<file path="src/rtl/core/kbd_pkg.sv">
// Shared types, constants and helpers for the keyboard matrix debounce scanner.
// No dependencies; the rtl/core files other than kbd_stream_if use it by scoped names.
package kbd_pkg;

  // Field widths fixed by the item formats.
  localparam int TIME_W     = 16;
  localparam int IN_COLS    = 15;
  localparam int ROW_FIELD_W = 3;
  localparam int LEN_W      = 3;
  localparam int HIST_W     = 8;

  // Default matrix geometry.
  localparam int DEF_ROWS = 6;
  localparam int DEF_COLS = 15;

  // Configuration port layout and register indexes.
  localparam int CFG_ADDR_W = 1;
  localparam int CFG_DATA_W = 3;
  localparam logic [CFG_ADDR_W-1:0] REG_PRESS_LEN   = 1'd0;
  localparam logic [CFG_ADDR_W-1:0] REG_RELEASE_LEN = 1'd1;
  localparam logic [LEN_W-1:0]      LEN_RESET       = 3'd7;

  // History values that hold no edge.
  localparam logic [HIST_W-1:0] HIST_EMPTY = 8'h00;
  localparam logic [HIST_W-1:0] HIST_FULL  = 8'hFF;

  // One row sample.
  typedef struct packed {
    logic [TIME_W-1:0]  now_time;
    logic [IN_COLS-1:0] column_levels;
  } sample_t;

  // One scan report.
  typedef struct packed {
    logic                   scan_done;
    logic [ROW_FIELD_W-1:0] scanned_row;
    logic [IN_COLS-1:0]     row_keys;
    logic [ROW_FIELD_W-1:0] next_row;
  } report_t;

  // Control handed from the scan logic to the output stage.
  typedef struct packed {
    logic load;
    logic scan_done;
  } merge_ctl_t;

  // Mask of the newest n history bits; n of zero gives an empty mask.
  function automatic logic [HIST_W-1:0] low_mask(input logic [LEN_W-1:0] n);
    logic [HIST_W:0] ones;
    ones = (9'd1 << n) - 9'd1;
    return ones[HIST_W-1:0];
  endfunction

endpackage

</file>
<file path="src/rtl/core/kbd_stream_if.sv">
// Valid/ready stream interface used for the sample and report channels.
// Depends on nothing; the payload type is given by the instantiating scope.
interface kbd_stream_if #(
  parameter type payload_t = logic
) ();
  logic     valid;
  logic     ready;
  payload_t payload;

  modport source (output valid, output payload, input ready);
  modport sink   (input valid, input payload, output ready);
endinterface

</file>
<file path="src/rtl/core/kbd_lane.sv">
// Debounce lane for one key: shifts the history and decides the key state.
// Uses kbd_pkg for widths and the history constants.
module kbd_lane (
  input  logic [kbd_pkg::HIST_W-1:0] hist,
  input  logic                       level,
  input  logic                       key,
  input  logic [kbd_pkg::HIST_W-1:0] pmask,
  input  logic [kbd_pkg::HIST_W-1:0] rmask,
  output logic [kbd_pkg::HIST_W-1:0] hist_next,
  output logic                       key_next
);

  logic mixed;
  logic press_hit;
  logic release_hit;

  // The newest sample enters at bit 0.
  assign hist_next = {hist[kbd_pkg::HIST_W-2:0], level};

  // Only a history that still holds an edge may change the key.
  assign mixed       = (hist_next != kbd_pkg::HIST_EMPTY) && (hist_next != kbd_pkg::HIST_FULL);
  assign press_hit   = (hist_next & pmask) == pmask;
  assign release_hit = (hist_next & rmask) == kbd_pkg::HIST_EMPTY;

  always_comb begin
    key_next = key;
    if (mixed) begin
      if (press_hit) begin
        key_next = 1'b1;
      end else if (release_hit) begin
        key_next = 1'b0;
      end
    end
  end

endmodule

</file>
<file path="src/rtl/core/kbd_out_stage.sv">
// Output register: merges the lane results of one row into a scan report.
// Uses kbd_pkg for the report type and kbd_stream_if for the report channel.
module kbd_out_stage #(
  parameter int COLS = kbd_pkg::DEF_COLS,
  parameter int ROW_W = 3
) (
  input  logic                   clk,
  input  logic                   rst,
  input  kbd_pkg::merge_ctl_t    ctl,
  input  logic [ROW_W-1:0]       row,
  input  logic [ROW_W-1:0]       row_after,
  input  logic [COLS-1:0]        keys,
  output logic                   room,
  kbd_stream_if.source           report
);

  logic                   valid;
  kbd_pkg::report_t       payload;
  logic [kbd_pkg::IN_COLS-1:0] keys_out;
  logic [ROW_W+2:0]       row_ext;
  logic [ROW_W+2:0]       after_ext;

  // Only columns that fit the report field are shown; missing columns read as zero.
  for (genvar i = 0; i < kbd_pkg::IN_COLS; i++) begin : g_keys
    if (i < COLS) begin : g_have
      assign keys_out[i] = keys[i];
    end else begin : g_none
      assign keys_out[i] = 1'b0;
    end
  end

  // Row indexes are reported modulo eight.
  assign row_ext   = {3'b000, row};
  assign after_ext = {3'b000, row_after};

  // A new transaction is taken when the register is empty or is draining.
  assign room = !valid || report.ready;

  always_ff @(posedge clk) begin
    if (rst) begin
      valid <= 1'b0;
    end else if (ctl.load) begin
      valid <= 1'b1;
    end else if (report.ready) begin
      valid <= 1'b0;
    end
  end

  always_ff @(posedge clk) begin
    if (ctl.load) begin
      payload.scan_done   <= ctl.scan_done;
      payload.scanned_row <= row_ext[kbd_pkg::ROW_FIELD_W-1:0];
      payload.row_keys    <= keys_out;
      payload.next_row    <= after_ext[kbd_pkg::ROW_FIELD_W-1:0];
    end
  end

  assign report.valid   = valid;
  assign report.payload = payload;

endmodule

</file>
<file path="src/rtl/core/keyboard_matrix_debounce_scanner.sv">
// Keyboard matrix scanner with one debounce lane per column.
// Depends on kbd_pkg, kbd_stream_if, kbd_lane and kbd_out_stage.
//
// Usage:
//   sample : one transaction per row sample (timer value, column levels of the
//            row last announced in next_row). Bit i set means key i pressed.
//   report : one transaction per sample: scan flag, row handled, debounced keys
//            of that row and the row to drive for the following sample.
//   cfg_*  : write port for press_len (index 0) and release_len (index 1);
//            write only while no transaction is in flight.
// A report is registered and valid in the cycle after its sample is accepted.
// Throughput: one sample per cycle while report is ready. All column lanes
// update the addressed row in the accepting cycle, so the next sample (the
// next row) can follow at once. A sample at row 0 whose timer equals the
// stored timestamp is reported as skipped and leaves all state untouched.
// Reset: histories, key states, row counter and timestamp clear to zero and
// both lengths return to 7; no report is pending afterwards.
// Stall: while report is held off, the pending report stays in the output
// register and sample is accepted only as that register drains.
module keyboard_matrix_debounce_scanner #(
  parameter int ROWS = kbd_pkg::DEF_ROWS,
  parameter int COLS = kbd_pkg::DEF_COLS
) (
  input  logic                            clk,
  input  logic                            rst,
  input  logic                            cfg_we,
  input  logic [kbd_pkg::CFG_ADDR_W-1:0]  cfg_addr,
  input  logic [kbd_pkg::CFG_DATA_W-1:0]  cfg_wdata,
  kbd_stream_if.sink                      sample,
  kbd_stream_if.source                    report
);

  localparam int ROW_W = (ROWS > 1) ? $clog2(ROWS) : 1;
  localparam logic [ROW_W-1:0] LAST_ROW = ROW_W'(ROWS - 1);

  logic [COLS-1:0][kbd_pkg::HIST_W-1:0] hist [ROWS];
  logic [COLS-1:0]                      deb  [ROWS];
  logic [ROW_W-1:0]                     row;
  logic [kbd_pkg::TIME_W-1:0]           last_ts;
  logic [kbd_pkg::LEN_W-1:0]            press_len;
  logic [kbd_pkg::LEN_W-1:0]            release_len;

  logic [kbd_pkg::HIST_W-1:0]           pmask;
  logic [kbd_pkg::HIST_W-1:0]           rmask;
  logic [COLS-1:0]                      levels;
  logic [COLS-1:0][kbd_pkg::HIST_W-1:0] hist_new;
  logic [COLS-1:0]                      deb_new;
  logic [ROW_W-1:0]                     row_inc;
  logic [ROW_W-1:0]                     row_after;
  logic [COLS-1:0]                      keys;
  logic                                 room;
  logic                                 accept;
  logic                                 skip;
  kbd_pkg::merge_ctl_t                  ctl;

  // Handshake and the timestamp check at row 0.
  assign sample.ready = room;
  assign accept       = sample.valid && room;
  assign skip         = (row == '0) && (sample.payload.now_time == last_ts);

  assign pmask = kbd_pkg::low_mask(press_len);
  assign rmask = kbd_pkg::low_mask(release_len);

  // Columns beyond the sampled width read as released.
  for (genvar c = 0; c < COLS; c++) begin : g_lane
    if (c < kbd_pkg::IN_COLS) begin : g_in
      assign levels[c] = sample.payload.column_levels[c];
    end else begin : g_out
      assign levels[c] = 1'b0;
    end

    kbd_lane u_lane (
      .hist      (hist[row][c]),
      .level     (levels[c]),
      .key       (deb[row][c]),
      .pmask     (pmask),
      .rmask     (rmask),
      .hist_next (hist_new[c]),
      .key_next  (deb_new[c])
    );
  end

  // Row counter advance with wrap.
  assign row_inc   = (row == LAST_ROW) ? '0 : row + 1'b1;
  assign row_after = skip ? '0 : row_inc;
  assign keys      = skip ? deb[row] : deb_new;

  assign ctl.load      = accept;
  assign ctl.scan_done = !skip;

  // Configuration registers.
  always_ff @(posedge clk) begin
    if (rst) begin
      press_len   <= kbd_pkg::LEN_RESET;
      release_len <= kbd_pkg::LEN_RESET;
    end else if (cfg_we) begin
      case (cfg_addr)
        kbd_pkg::REG_PRESS_LEN:   press_len   <= cfg_wdata[kbd_pkg::LEN_W-1:0];
        kbd_pkg::REG_RELEASE_LEN: release_len <= cfg_wdata[kbd_pkg::LEN_W-1:0];
        default: begin
        end
      endcase
    end
  end

  // Scan state: histories and key states of the addressed row, row and timestamp.
  always_ff @(posedge clk) begin
    if (rst) begin
      for (int r = 0; r < ROWS; r++) begin
        hist[r] <= '0;
        deb[r]  <= '0;
      end
      row     <= '0;
      last_ts <= '0;
    end else if (accept && !skip) begin
      hist[row] <= hist_new;
      deb[row]  <= deb_new;
      row       <= row_inc;
      if (row == '0) begin
        last_ts <= sample.payload.now_time;
      end
    end
  end

  kbd_out_stage #(
    .COLS  (COLS),
    .ROW_W (ROW_W)
  ) u_out (
    .clk       (clk),
    .rst       (rst),
    .ctl       (ctl),
    .row       (row),
    .row_after (row_after),
    .keys      (keys),
    .room      (room),
    .report    (report)
  );

endmodule

</file>
<file path="src/flat_wrapper.sv">
// flat-port wrapper written by rule: the top's interface ports become plain ports
module keyboard_matrix_debounce_scanner_flat 
#(
  parameter int ROWS = kbd_pkg::DEF_ROWS,
  parameter int COLS = kbd_pkg::DEF_COLS
)
  (clk, rst, cfg_we, cfg_addr, cfg_wdata, sample_valid, sample_payload, sample_ready, report_valid, report_payload, report_ready);
  kbd_stream_if #(.payload_t(kbd_pkg::sample_t)) sample_i ();
  kbd_stream_if #(.payload_t(kbd_pkg::report_t)) report_i ();
  input  logic clk;
  input  logic rst;
  input  logic cfg_we;
  input  logic [kbd_pkg::CFG_ADDR_W-1:0] cfg_addr;
  input  logic [kbd_pkg::CFG_DATA_W-1:0] cfg_wdata;
  input wire logic [$bits(sample_i.valid)-1:0] sample_valid;
  input wire logic [$bits(sample_i.payload)-1:0] sample_payload;
  output wire logic [$bits(sample_i.ready)-1:0] sample_ready;
  output wire logic [$bits(report_i.valid)-1:0] report_valid;
  output wire logic [$bits(report_i.payload)-1:0] report_payload;
  input wire logic [$bits(report_i.ready)-1:0] report_ready;
  assign sample_i.valid = sample_valid;
  assign sample_i.payload = sample_payload;
  assign sample_ready = sample_i.ready;
  assign report_valid = report_i.valid;
  assign report_payload = report_i.payload;
  assign report_i.ready = report_ready;
  keyboard_matrix_debounce_scanner #(.ROWS(ROWS), .COLS(COLS)) u_core (.clk(clk), .rst(rst), .cfg_we(cfg_we), .cfg_addr(cfg_addr), .cfg_wdata(cfg_wdata), .sample(sample_i), .report(report_i));
endmodule
</file>
<file path="config.mk">
export PLATFORM = sky130hd
export DESIGN_NAME = keyboard_matrix_debounce_scanner_flat
export DESIGN_NICKNAME = d
export VERILOG_FILES = /design/src/rtl/core/kbd_pkg.sv /design/src/rtl/core/kbd_stream_if.sv /design/src/rtl/core/kbd_lane.sv /design/src/rtl/core/kbd_out_stage.sv /design/src/rtl/core/keyboard_matrix_debounce_scanner.sv /design/src/flat_wrapper.sv
export SDC_FILE = /design/constraint.sdc
export NUM_CORES = 1
export LEC_CHECK = 0
export BUFFER_PORTS_ARGS = -buffer_cell sky130_fd_sc_hd__buf_2
export CAP_MARGIN = 20
export CORE_AREA = 2 2 284 286
export CTS_CLUSTER_DIAMETER = 40
export DETAILED_ROUTE_END_ITERATION = 16
export DIE_AREA = 0 0 286 288
export PLACE_DENSITY = 0.9
export REMOVE_ABC_BUFFERS = 1
export SETUP_SLACK_MARGIN = 0.4
export SLEW_MARGIN = 40
export SYNTH_ARGS = -nofsm -noshare
export SYNTH_HDL_FRONTEND = slang
export SYNTH_HIERARCHICAL = 1
export SYNTH_SLANG_ARGS = --single-unit
</file>
<file path="constraint.sdc">
create_clock -name clk -period 40.8 [get_ports clk]
set_input_delay 6.12 -clock clk [delete_from_list [all_inputs] [get_ports clk]]
set_output_delay 6.12 -clock clk [all_outputs]
set_load 0.005 [all_outputs]
</file>
# [Word level (Yosys, flattened, before mapping)]
# Memory sizes are Yosys's and may differ from the RTL's. A register that Yosys moved wholly into a read port is not among the register bits.
# Index checks and enable logic that the tools add are counted.
[op_classes] n_addsub=3 mul=0 n_div=0 magnitude_cmp=0 n_eq_ne=32 shift=2 muxes=64 bitwise_logic=31 n_reduce_logical=58
[op_table] op="$and A8 B8 Y8" count=30
[op_table] op="$eq A8 B8 Y1" count=15
[op_table] op="$logic_not A8 Y1" count=15
[op_table] op="$mux W120" count=1
[op_table] op="$ne A8 B8 Y1 const B" count=15
[op_table] op="$reduce_bool A8 Y1" count=15
[op_table] op="$reduce_or A120 Y1" count=1
[op_table] op="$mux W1" count=54
[op_table] op="$mux W15" count=2
[op_table] op="$mux W3" count=7
[op_table] op="$logic_and A1 B1 Y1" count=18
[op_table] op="$eq A16 B16 Y1" count=1
[op_table] op="$shl A1 B3 Y8 const A" count=2
[op_table] op="$sub A8 B1 Y8 const B" count=2
[op_table] op="$reduce_or A15 Y1" count=1
[op_table] op="$reduce_and A2 Y1" count=3
[op_table] op="$add A3 B1 Y3 const B" count=1
[op_table] op="$eq A3 B3 Y1 const B" count=1
[op_table] op="$logic_not A3 Y1" count=1
[op_table] op="$logic_not A1 Y1" count=2
[op_table] op="$reduce_bool A2 Y1" count=1
[op_table] op="$logic_or A1 B1 Y1" count=1
[op_table] op="$not A1 Y1" count=1
[word_totals] reg_bits=48 latch_bits=0 ramBits=810 mem_bits_ro=0 in_bits=40 output_inout_bits=24 wordCells=201 mem_count=2
[memory_table] memory="u_core.hist" depth=6 word_bits=120 read_ports=1 rd_ports_with_merged_regs=1 wr=6 line_no="keyboard_matrix_debounce_scanner.sv:36" source="logic [COLS-1:0][kbd_pkg::HIST_W-1:0] hist [ROWS];"
[memory_table] memory="u_core.deb" depth=6 word_bits=15 read_ports=1 rd_ports_with_merged_regs=1 wr=6 line_no="keyboard_matrix_debounce_scanner.sv:37" source="logic [COLS-1:0] deb [ROWS];"

# [Depth between registers and ports, before layout]
[depth] depth_word=9 ltp_mapped=11 depth_no_buf=8

# [By module]
# Netlist, hierarchy kept.
[modules_own_cells] mod="keyboard_matrix_debounce_scanner" instances=1 cells_per_inst=2780 area_each_um2=46977.6 seq_area_each_um2=32991.6
[modules_own_cells] mod="kbd_lane" instances=15 cells_per_inst=34 area_each_um2=231.5 seq_area_each_um2=0.0
[modules_own_cells] mod="kbd_out_stage" instances=1 cells_per_inst=26 area_each_um2=706.9 seq_area_each_um2=680.7

# [Worst setup path after synthesis]
# OpenSTA, ideal clock, no wires.
[synth_timing] kind="in2reg" start="in report_ready" end="mem u_core/deb[6][0] (netlist name), enable pin" setup_ps=960 arrival_time_ps=20022 t_required_ps=39840 slack_ps=19818 path_stages=5 n_path_buf=0 path_cell_list="nand2b_4 > nand2_1 > inv_1 > nand2b_1 > nor4_1"
[synth_lines] item="start: declaration" line_no="flat_wrapper.sv:20" source="input wire logic [$bits(report_i.ready)-1:0] report_ready;"
[synth_lines] item="end: declaration" line_no="keyboard_matrix_debounce_scanner.sv:37"

# [Final worst setup path]
[layout_timing] start="in report_ready" end="out sample_ready"
[layout_via] elab_chain_len=1
[layout_lines] item="$logic_or A1 B1 Y1" line_no="kbd_out_stage.sv:37" source="assign room = !valid || report.ready;"
[layout_lines] item="end: declaration" line_no="flat_wrapper.sv:17" source="output wire logic [$bits(sample_i.ready)-1:0] sample_ready;"
# No other way between the ends.

==> results.md <==
| Quantity | Value |
|---|---|
| Max-slew headroom | 34.4% |
| Post-Synthesis Mean Instance Area | 15.2 um^2 |
| IO Port Bufs | 63 |
| WL final | 124 mm |
| Detailed-route vias per instance | 6.89 |
| Initial Util | 57.9% |
| Number of placed I/O pins | 64 |
| Buffer levels on the longest clock path | 3 |
| Unrepaired setup endpoints after global routing | false |
| Cell mode on critical path | buf_2 |
| Root Driver | clkbuf_16 |
| Family with the most delay on the worst path | buffers and inverters |
| Die outline height | 288 um |
| Initial antenna violation count | 5 |
| Startpoint types | primary input |
| Largest incremental delay on the critical path | 0.14 ns |
| Setup slack of the critical path after layout | 28.21 ns |
| H-tree level count | 3 |
| Kind of path behind the tightest hold check | register to register |
| Routed WL per cell | 29.8 um |
| Crit-path cells | buf_2 -> nand2b_4 -> buf_2 |
| Total non-filler cell area in the finished layout | 51000 um^2 |
| Final GP Congestion | 0.778 |
| Transition time of the tightest slew-check pin | 0.983 ns |
| Core region area | 79600 um^2 |
| Hold violation count in the final report | 0 |
| Highest attainable clock frequency | 79.4 MHz |
| Run status | finished, final reports clean |
| Via count of the first global-routing pass | 30400 |
| Share of cells above drive strength 1 | 25.8% |
| Slew Limit Fails | 0 |
| Yosys synthesis warning count | 6 |
| Post-place instance area | 47200 um^2 |
| Vias after detailed routing | 28700 |
| Mapped Area | 46100 um^2 |
| Number of buffer and inverter stages on the critical path | 2 |
| Path type of the worst setup path | primary input to primary output |
| Commonest non-fill, non-tap cell in the layout | edfxtp_1 |
| Cell with the largest stage delay on the worst path | nand2b_4 |
| Source-to-sink clock delay at the later pin of the worst-skew pair | 0.69 ns |
| Number of buffers added to fix hold violations after cts | 0 |
| Worst path arrival time | 6.47 ns |
| First-pass detailed-route iteration total | 6 |
| Post-cts sizing count | 0 |
| P&R area growth vs syn | 10.7% |
| Total clock buffers created by CTS | 114 |
| Overall Global Routing Usage | 30.1% |
| Area of the die | 82400 um^2 |
| Post-layout util | 64.1% |
| Synthesized instance count | 3031 |
| Minimum setup slack after placement | 28.21 ns |
| Element type at the critical path end | primary output |
| Largest net degree at the start of global routing | 83 |
| Clock period minus worst slack | 12.59 ns |
| MaxCap Viol Count | 0 |
| Clock sink count | 1011 |
| Detailed Place HPWL | 61.2 mm |
| VDD IR-drop max | 0.0000422 V |
| Setup Buffers After CTS | 0 |
| Highest-count cells in the layout ignoring fill and taps | 982 x edfxtp_1, 364 x nor2_1, 362 x and2_1 |
| Critical path fanouts, max | 3 |
| X dimension of the die | 286 um |
| Clock tree from TritonCTS | done |
| Data required, critical path | 34.68 ns |
| Period Utilization, post-route | 30.9% |
| Total overflow reported by the global router | 0 |
| Leakage power | 18.2 nW |
| DRC violations left | 0 |
| Accumulated negative setup slack | 0 ns |
| Power per cell area | 49.4 nW/um^2 |
| Final count of negative-setup-slack endpoints | 0 |
| Worst-path clk slew | 0.06 ns |
| Number of core rows | 104 |
| Iteration-0 DRC count of the detailed router | 4540 |
| Post-route clock skew | 0.0395 ns |
| Antenna Violating Nets Remaining | 0 |
| Wire length of the first global-routing pass | 183 mm |
| Final net count | 3049 |
| Worst-case hold slack | 0.523 ns |
==> path summary, 6_finish.rpt <==
check,start,end,slack [ns],cells after the start
max,report_ready,sample_ready,28.21,3
min,u_core/u_out/report.valid$_SDFFE_PP0P_,u_core/u_out/report.valid$_SDFFE_PP0P_,0.52,2
max reg2reg,register,u_core/u_out/report.payload[9]$_DFFE_PP_,36.69,9
min reg2reg,u_core/u_out/report.valid$_SDFFE_PP0P_,u_core/u_out/report.valid$_SDFFE_PP0P_,0.52,2
==> routing by layer <==
layer / GRT usage [%] / routed length (um) / up-vias
met5: 0 / 41 / -
met4: 16.7 / 7540 / 6
met3: 8.68 / 18500 / 687
met2: 49.3 / 59700 / 2839
met1: 36.0 / 38300 / 13900
li1: - / - / 11300
==> report_power, final <==
part	leakage, nW	internal, mW	switching [mW]
registers	10.2	1.19	0.0194
clock network	1.86	0.610	0.427
logic	6.17	0.101	0.174
total	18.2	1.90	0.621
==> sequential cells by signal, summed over array words and instances, names as in the netlist, named ones only <==
register,flops
u_core/press_len,3
u_core/u_out/report.payload,22
u_core/release_len,3
u_core/hist,840
u_core/row,3
u_core/last_ts,16
u_core/u_out/report.valid,1
u_core/deb,120
==> per-stage QoR <==
step                std cells  power, mW
finish                   4168       2.52
global route             4166       2.57
global placement         3939       1.47
detailed placement       3953       1.48
CTS                      4165       2.51
floorplan                2769       1.42
==> layout make-up <==
type                    instances  area (um^2)
clock inverters                74          825
flip-flops and latches       1011        30100
diodes                          3         7.51
well taps                    1060         1330
clock buffers                 138         3000
fillers                      4883        28600
repair buffers                124         1070
inverters                     125          472
multi-input cells            1633        14200
==> tightest hold or removal path, stage by stage, from the launching register on <==
cell and delay (ns):
dfxtp_1 0.34, nand2b_4 0.08, a21oi_2 0.06
(Power assumes the default switching activity.)
